[src/rtl/tlop_pkg.sv]
// shared types and constants for the two-level owner predictor
`default_nettype none
package tlop_pkg;

  localparam logic OP_PREDICT = 1'b0;
  localparam logic OP_UPDATE  = 1'b1;

  localparam logic [1:0] CFG_THRESHOLD = 2'd0;
  localparam logic [1:0] CFG_BANKS     = 2'd1;

  localparam logic [1:0] CONF_MAX = 2'd3;

  typedef struct packed {
    logic        opcode;
    logic [15:0] pc;
    logic [13:0] addr;
    logic [3:0]  local_node;
    logic        sender_is_l2;
    logic [3:0]  sender_node;
  } req_t;

  typedef struct packed {
    logic        answered_predict;
    logic        predicted_c2c;
    logic [15:0] l1_mask;
    logic [15:0] l2_mask;
  } rsp_t;

  typedef enum logic [1:0] {
    ST_CLEAR,
    ST_IDLE,
    ST_READ,
    ST_CALC
  } state_t;

  typedef struct packed {
    logic clr;
    logic accept;
    logic calc;
  } cmd_t;

  typedef struct packed {
    logic clr_last;
  } stat_t;

  function automatic logic [1:0] conf_up(input logic [1:0] c);
    conf_up = (c == CONF_MAX) ? CONF_MAX : c + 2'd1;
  endfunction

  function automatic logic [1:0] conf_down(input logic [1:0] c);
    conf_down = (c == 2'd0) ? 2'd0 : c - 2'd1;
  endfunction

endpackage
`default_nettype wire

[src/rtl/tlop_ctrl.sv]
// controller state machine: clearing pass, request accept, read, compute
`default_nettype none
module tlop_ctrl (
  input  wire logic          clk,
  input  wire logic          rst,
  input  wire logic          start,
  input  wire tlop_pkg::stat_t stat,
  output tlop_pkg::cmd_t     cmd,
  output logic               busy
);
  import tlop_pkg::*;

  state_t state, state_next;

  always_ff @(posedge clk) begin
    if (rst) state <= ST_CLEAR;
    else     state <= state_next;
  end

  always_comb begin
    state_next = state;
    unique case (state)
      ST_CLEAR: if (stat.clr_last) state_next = ST_IDLE;
      ST_IDLE:  if (start) state_next = ST_READ;
      ST_READ:  state_next = ST_CALC;
      ST_CALC:  state_next = ST_IDLE;
      default:  state_next = ST_CLEAR;
    endcase
  end

  always_comb begin
    cmd  = '0;
    busy = 1'b1;
    unique case (state)
      ST_CLEAR: cmd.clr = 1'b1;
      ST_IDLE: begin
        busy       = 1'b0;
        cmd.accept = start;
      end
      ST_READ:  ;
      ST_CALC:  cmd.calc = 1'b1;
      default:  ;
    endcase
  end

  a_read_calc: assert property (@(posedge clk) disable iff (rst)
    state == ST_READ |=> state == ST_CALC) else $error("read not followed by compute");
  a_accept: assert property (@(posedge clk) disable iff (rst)
    start && !busy |=> state == ST_READ) else $error("accepted request lost");
  a_clear: assert property (@(posedge clk) disable iff (rst)
    state == ST_CLEAR && !stat.clr_last |=> state == ST_CLEAR) else $error("clear cut short");
endmodule
`default_nettype wire

[config.mk]
export PLATFORM = sky130hd
export DESIGN_NAME = tlop_ctrl
export DESIGN_NICKNAME = d
export VERILOG_FILES = /design/src/rtl/tlop_pkg.sv /design/src/rtl/tlop_ctrl.sv
export SDC_FILE = /design/constraint.sdc
export NUM_CORES = 1
export LEC_CHECK = 0
export ABC_AREA = 1
export BUFFER_PORTS_ARGS = -buffer_cell sky130_fd_sc_hd__buf_2
export CELL_PAD_IN_SITES_DETAIL_PLACEMENT = 0
export CELL_PAD_IN_SITES_GLOBAL_PLACEMENT = 1
export CORE_AREA = 2 2 39 41
export CTS_CLUSTER_DIAMETER = 50
export DETAILED_ROUTE_END_ITERATION = 10
export DIE_AREA = 0 0 41 43
export PLACE_DENSITY = 0.39
export SLEW_MARGIN = 10
export SYNTH_ARGS = -nofsm -noshare
export SYNTH_HDL_FRONTEND = slang
export SYNTH_SLANG_ARGS = --single-unit
export TNS_END_PERCENT = 100
[constraint.sdc]
create_clock -name clk -period 2 [get_ports clk]
set_input_delay 0.3 -clock clk [delete_from_list [all_inputs] [get_ports clk]]
set_output_delay 0.3 -clock clk [all_outputs]
set_load 0.02 [all_outputs]
# Word-level counts from Yosys, hierarchy flattened
# Cells that the tools add are included.
# totals
register_bits,2
input_bits,4
output_inout_bits,4
elab_cells,15
# classes
n_eq_ne,5
mux,7
reduce_logical,2
# ops
cell,count
$pmux 2 s4,1
$eq 2x2->1 const B,2
$mux 1,4
$mux 2,2
$ne 2x2->1 const B,2
$eq 2x1->1 const B,1
$logic_not 2->1,1
$reduce_and 2->1,1

# Longest topological paths before layout
# Gate-level depths: netlist of the first run.
# logic_depth
depth_word,3
mapped_depth,6
depth_no_buf,6

# Least setup slack after synthesis of the first run
# Ideal clock, no wire load.
# synth_timing
path_kind,flip-flop to flip-flop
from,reg state[0]
to,reg state[1]
t_arrival_ns,0.968
path_slack_ns,0.917
stages_incl_launch_ff,7
synth_period_minus_slack_ns,1.083
cell_sequence,dfxtp_1 inv_1 ha_1 nand2_1 nand3b_1 nand2_1 nor2_1
# synth_between
elab_chain_len,3
elab_cells_between_ends,8
cone_classes,eq/ne (5); mux (1); reduce/logical (2)
# synth_rtl
element,line,rtl
start: declaration,tlop_ctrl.sv:13,"state_t state, state_next;"
start signal: assignment,tlop_ctrl.sv:17,else state <= state_next;
$eq 2x1->1 or $logic_not 2->1 (tied branches),tlop_ctrl.sv:22,unique case (state)
$ne 2x2->1 (no source line),n/a,
$reduce_and 2->1 (no source line),n/a,
# Several ways; a longest one is shown, not always the timed one.
# A chain may end at the register's enable or synchronous reset.

==> run summary, run 1 <==
status -> completed
simple-gate share of the synthesized area -> 25.4%
top sig layer -> met3
Final Hold Fails -> 0
I/O Buffers -> 7
post-synth net total -> 30
layout cells sized above 1 -> 36.4%
Crit. End Element -> output pin
# H-tree levels -> 1
clock tree buffer depth -> 2
cts repair resizes -> 0
die width -> 41 µm
Initial Util -> 11.4%
clk_skew -> 0.00132 ns
Slew HR -> 90.6%
clk slew on worst S/H paths -> 0.03 ns
vias in the first global route -> 138
Root Buffer -> clkbuf_4
Crit Path Class -> flop to output pin
CTS hold repair buffers -> 0
WP data required -> 1.70 ns
cts bufs inserted -> 3
vias per std cell -> 2.98
Hold Path Class -> primary input to flop
Metal-1 WL -> 170 µm
final WL -> 324 µm
Achievable Freq -> 715 MHz
area occupied by registers -> 40.0 µm²
TritonRoute pass-1 iters -> 4
maximum fanout along the worst path -> 3
synthesized area -> 158 µm²
Compound-Gate Fraction of Synth Area -> 8.73%
register bit total from synthesis -> 2
area of the multi-input gates -> 91.3 µm²
YS warnings -> 0
largest registers -> state x2
Worst-Skew Late Latency -> 0.22 ns
Die Area -> 1760 µm²
gp weighted congestion -> 0.614
LEAKAGE -> 0.144 nW
grt total ovfl -> 0
Synth cell types -> 9
Avg Cell Area, Syn -> 6.85 µm²
first-pass GRT wire length -> 510 µm
Post-Synth XOR/XNOR Area -> 0%
Core Area -> 1380 µm²
setup_tns -> 0 ns
max reg flops -> 2
critical path arrival -> 1.10 ns
CTS tree -> yes
detailed placement HPWL -> 258 µm
Int Power -> 172 µW
share of the yosys chip area belonging to registers -> 25.4%
Final Cell Area -> 235 µm²
Placed Cells -> 46
post-CTS setup buffers -> 0
Slew @ Worst Pin -> 0.141 ns
Antenna Cells -> 0
Die Y -> 43 µm
Area Growth Syn to Fin -> 49.2%
Finished Layout Cells -> 49
Pins Over Slew Limit -> 0
WL met2 -> 110 µm
Final ANT Viol Nets -> 0
Post-Syn Instances -> 23
RSZ-0062 raised after global routing -> false
DRC viols -> 0
period utilisation layout -> 69.9%
# setup viols final -> 0
initial antenna violation count -> 0
Comb pwr share -> 47.5%
vias -> 146
largest family of logic cells by synthesized area -> simple AND/OR/NAND/NOR gates
CTS sink count -> 2
Critical Path Source Type -> flop
IO Count -> 8
row count -> 14
Max-Cap Viols -> 0
Worst VDD drop -> 0.231 mV
Post-DP Area -> 213 µm²
met3 wire length -> 42 µm
largest net degree at the start of global routing -> 5
Switch Pwr -> 120 µW
Final nets -> 42
sequential power share -> 22.3%
gr usage total -> 4.80%
largest register by flop count -> state
Post-Synth Adder-Cell Area -> 23.8%
Switching Fraction -> 41.1%
clock share of power -> 30.2%
WL per Instance -> 6.61 µm
initial DRC count -> 4
fin crit period -> 1.40 ns
mux contribution to synthesized area -> 0%
filler cell count -> 175
PD cells -> 1250 nW/µm²
cell families after synthesis:
group | count (synthesis)
AND/OR/NAND/NOR | 9
buffers and inverters | 7
adder cells (fa/ha/maj) | 3
AO/OA/AOI/OAI | 2
flip-flops | 2
metrics by stage:
stage	hold WS [ns]	utilization, %	power (mW)	worst slack [ns]
after floorplan	0.362	-	0.173	0.917
after global placement	0.479	15.4	0.209	0.825
after detailed placement	0.481	15.4	0.208	0.825
after CTS	0.242	17.0	0.302	0.581
after global routing	0.252	17.0	0.323	0.522
final	0.252	17.0	0.293	0.602
routing by layer:
layer  track usage [%]  vias up
met1              6.05       51
met3              3.14        0
met4              6.00        0
met5                 0        -
met2              4.38        7
li1                  -       88
cells in the final DEF (no fill, tap or decap), types with 2 or more instances in the layout:
| master | netlist | routed |
|---|---|---|
| inv_1 | 7 | 7 |
| buf_2 | 0 | 7 |
| nand2_1 | 6 | 6 |
| ha_1 | 3 | 3 |
| clkbuf_4 | 0 | 3 |
| dfxtp_1 | 2 | 2 |
Yosys cell counts:
cell,number,area (µm²)
nor2_1,1,3.75
nand2_1,6,22.5
a21oi_2,1,8.76
nand2_2,1,6.26
nand3b_1,1,7.51
dfxtp_1,2,40.0
a21oi_1,1,5.00
inv_1,7,26.3
ha_1,3,37.5
power groups by stage:
stage / Clock [mW] / Combinational [mW] / Sequential (mW)
after floorplan: 0 / 0.109 / 0.0633
after CTS: 0.0951 / 0.141 / 0.0661
after detailed placement: 0 / 0.141 / 0.0666
final: 0.0884 / 0.139 / 0.0654
after global placement: 0 / 0.141 / 0.0681
after global routing: 0.100 / 0.156 / 0.0669
critical path: stages (launching register included):
cell and delay (ns):
dfxtp_1 0.34, inv_1 0.07, ha_1 0.21, nand2_1 0.07, inv_1 0.03, buf_2 0.14
final timing paths:
path | to | cells after the start | from | slack (ns)
setup reg to reg | state[1]$_SDFFE_PP0P_ | 5 | state[0]$_SDFFE_PP0P_ | 0.92
hold / removal | state[0]$_SDFFE_PP0P_ | 2 | rst | 0.25
setup / recovery | cmd[1] | 5 | state[1]$_SDFFE_PP0P_ | 0.60
hold reg to reg | state[0]$_SDFFE_PP0P_ | 2 | state[0]$_SDFFE_PP0P_ | 0.51
final cells by class:
class	instances	share of cell area (%)
Inverter	7	11.2
Sequential cell	2	17.0
Timing Repair Buffer	7	14.9
Tap cell	16	8.51
Multi-Input combinational cell	14	38.8
Clock buffer	3	9.57
No activity file was read; power rests on OpenSTA's default activity.
==> run 2: changes to the inputs <==
--- a/config.mk
+++ b/config.mk
@@ -5,7 +5,7 @@
 export SDC_FILE = /design/constraint.sdc
 export NUM_CORES = 1
 export LEC_CHECK = 0
-export ABC_AREA = 1
+export ABC_AREA = 0
 export BUFFER_PORTS_ARGS = -buffer_cell sky130_fd_sc_hd__buf_2
 export CELL_PAD_IN_SITES_DETAIL_PLACEMENT = 0
 export CELL_PAD_IN_SITES_GLOBAL_PLACEMENT = 1
@@ -13,7 +13,7 @@
 export CTS_CLUSTER_DIAMETER = 50
 export DETAILED_ROUTE_END_ITERATION = 10
 export DIE_AREA = 0 0 41 43
-export PLACE_DENSITY = 0.39
+export PLACE_DENSITY = 0.37
 export SLEW_MARGIN = 10
 export SYNTH_ARGS = -nofsm -noshare
 export SYNTH_HDL_FRONTEND = slang
==> constraint.sdc (replaced) <==
create_clock -name clk -period 1.5 [get_ports clk]
set_input_delay 0.225 -clock clk [delete_from_list [all_inputs] [get_ports clk]]
set_output_delay 0.225 -clock clk [all_outputs]
set_load 0.02 [all_outputs]
==> run 2 against run 1 <==
Effect of this change:
- clock skew hardly changed
- sequential cell count unchanged
- setup slack got worse by 0.42 ns
- hold slack got worse by 0.060 ns
- clock power is 33% higher
- global-route usage shrank 0.095 points
- combinational power is 9% higher
- highest routed layer unchanged
- synthesized cell count fell by 22%
- total power rose by 20%
- critical endpoint unchanged
- first-iteration DRC count fell by 50%
==> run summary, run 2 <==
Root Buffer -> clkbuf_4
Final ANT Viol Nets -> 0
critical path arrival -> 1.10 ns
final WL -> 319 µm
WL per Instance -> 7.25 µm
Die Area -> 1760 µm²
Crit. End Element -> output pin
row count -> 14
initial antenna violation count -> 0
Synth cell types -> 10
WL met2 -> 113 µm
Slew @ Worst Pin -> 0.123 ns
Placed Cells -> 41
Post-Syn Instances -> 18
YS warnings -> 0
largest net degree at the start of global routing -> 5
max reg flops -> 2
WP data required -> 1.27 ns
status -> completed
Slew HR -> 91.6%
initial DRC count -> 2
period utilisation layout -> 88.1%
IO Count -> 8
synthesized area -> 154 µm²
Worst VDD drop -> 0.475 mV
CTS sink count -> 2
gr usage total -> 4.71%
Synth area leaders -> dfxtp_1 26%, ha_1 24%, inv_1 9.8%
setup slack after layout -> 0.179 ns
Post-DP Area -> 209 µm²
CTS tree -> yes
die width -> 41 µm
Final Core Density -> 16.7%
Final nets -> 37
PD cells -> 1520 nW/µm²
vias per std cell -> 3.23
# setup viols final -> 0
Synth area leader -> dfxtp_1
post-synth net total -> 25
layout cells sized above 1 -> 39.3%
fin crit period -> 1.32 ns
Critical Path Source Type -> flop
Worst-Skew Late Latency -> 0.22 ns
clock tree buffer depth -> 2
met3 wire length -> 49 µm
CTS hold repair buffers -> 0
Metal-1 WL -> 156 µm
share of the yosys chip area belonging to registers -> 26.0%
Commonest cells post-synth -> 4 x inv_1, 3 x ha_1, 2 x a21oi_1, 2 x dfxtp_1, 2 x nand2b_1
Die Y -> 43 µm
gp weighted congestion -> 0.638
Final Hold Fails -> 0
Fin Hold WS -> 0.192 ns
largest register by flop count -> state
Crit Path Class -> flop to output pin
Hold Path Class -> primary input to flop
crit path max-delay cell type -> dfxtp_1
RSZ-0062 raised after global routing -> false
Antenna Cells -> 0
Post-synth EDFFs -> 0
pre-CTS setup slack -> 0.298 ns
vias in the first global route -> 132
post-CTS setup buffers -> 0
ys async rst share -> 0%
CP Cell Sequence -> inv_1 > ha_1 > inv_1 > nor2_1 > buf_2
Finished Layout Cells -> 44
CP max stage delay -> 0.35 ns
clk slew on worst S/H paths -> 0.03 ns
clk_skew -> 0.000942 ns
largest registers -> state x2
grt total ovfl -> 0
# H-tree levels -> 1
Power Total -> 351 µW
Final Cell Area -> 231 µm²
Area Growth Syn to Fin -> 50.4%
cts bufs inserted -> 3
most frequent cell after synthesis -> inv_1
LEAKAGE -> 0.122 nW
TritonRoute pass-1 iters -> 2
Core Area -> 1380 µm²
Pins Over Slew Limit -> 0
cts repair resizes -> 0
Achievable Freq -> 757 MHz
first-pass GRT wire length -> 517 µm
CP dominant cell by count -> inv_1
setup_tns -> 0 ns
DRC viols -> 0
most common cell after layout, fill and taps aside -> buf_2
commonest cells after routing, fill and taps aside -> 7 x buf_2, 4 x inv_1, 3 x ha_1, 3 x clkbuf_4
Max-Cap Viols -> 0
vias -> 142
Post-synth top flop -> dfxtp_1
register bit total from synthesis -> 2
top sig layer -> met3
Initial Util -> 11.1%
I/O Buffers -> 7
top cell type's share of synthesized area -> 26.0%
Avg Cell Area, Syn -> 8.55 µm²
maximum fanout along the worst path -> 3
-- run 2: cells by family (layout without fill, tap and decap cells) --
group | count (synthesis) | count (layout) | share of synthesized area [%]
DFF | 2 | 2 | 26.0
and+or+nand+nor | 5 | 5 | 23.6
buffers and inverters | 4 | 14 | 9.75
adders and majority gates | 3 | 3 | 24.4
muxes | 1 | 1 | 6.50
AOI/OAI and AO/OA | 3 | 3 | 9.75
-- run 2: final timing paths --
kind / from / endpoint / slack [ns] / cells after the start
setup / recovery: state[1]$_SDFFE_PP0P_ / cmd[1] / 0.18 / 5
hold / removal: rst / state[0]$_SDFFE_PP0P_ / 0.19 / 2
setup reg to reg: state[0]$_SDFFE_PP0P_ / state[1]$_SDFFE_PP0P_ / 0.31 / 5
hold reg to reg: state[1]$_SDFFE_PP0P_ / state[1]$_SDFFE_PP0P_ / 0.50 / 2
-- run 2: where the power goes --
part	switching [mW]	total, mW	internal, mW
registers	0.0134	0.0818	0.0684
logic	0.0858	0.152	0.0658
clock network	0.0295	0.118	0.0882
-- run 2: final cells by class --
class | count | area (µm²)
Clock buffer | 3 | 22.5
Fill cell | 166 | 1150
Inverter | 4 | 15.0
Multi-Input combinational cell | 12 | 98.8
Sequential cell | 2 | 40.0
Tap cell | 16 | 20.0
Timing Repair Buffer | 7 | 35.0
-- run 2: per-layer routing --
layer / up-vias / track usage (%)
met5: - / 0
met1: 58 / 6.07
met3: 0 / 2.09
met4: 0 / 6.00
li1: 76 / -
met2: 8 / 4.69
-- run 2: worst max-delay path, delay by kind of cell, from the launching register on --
family	cells	cell delay, ns
and+or+nand+nor	1	0.04
DFF	1	0.35
buffers and inverters	3	0.30
adders and majority gates	1	0.20
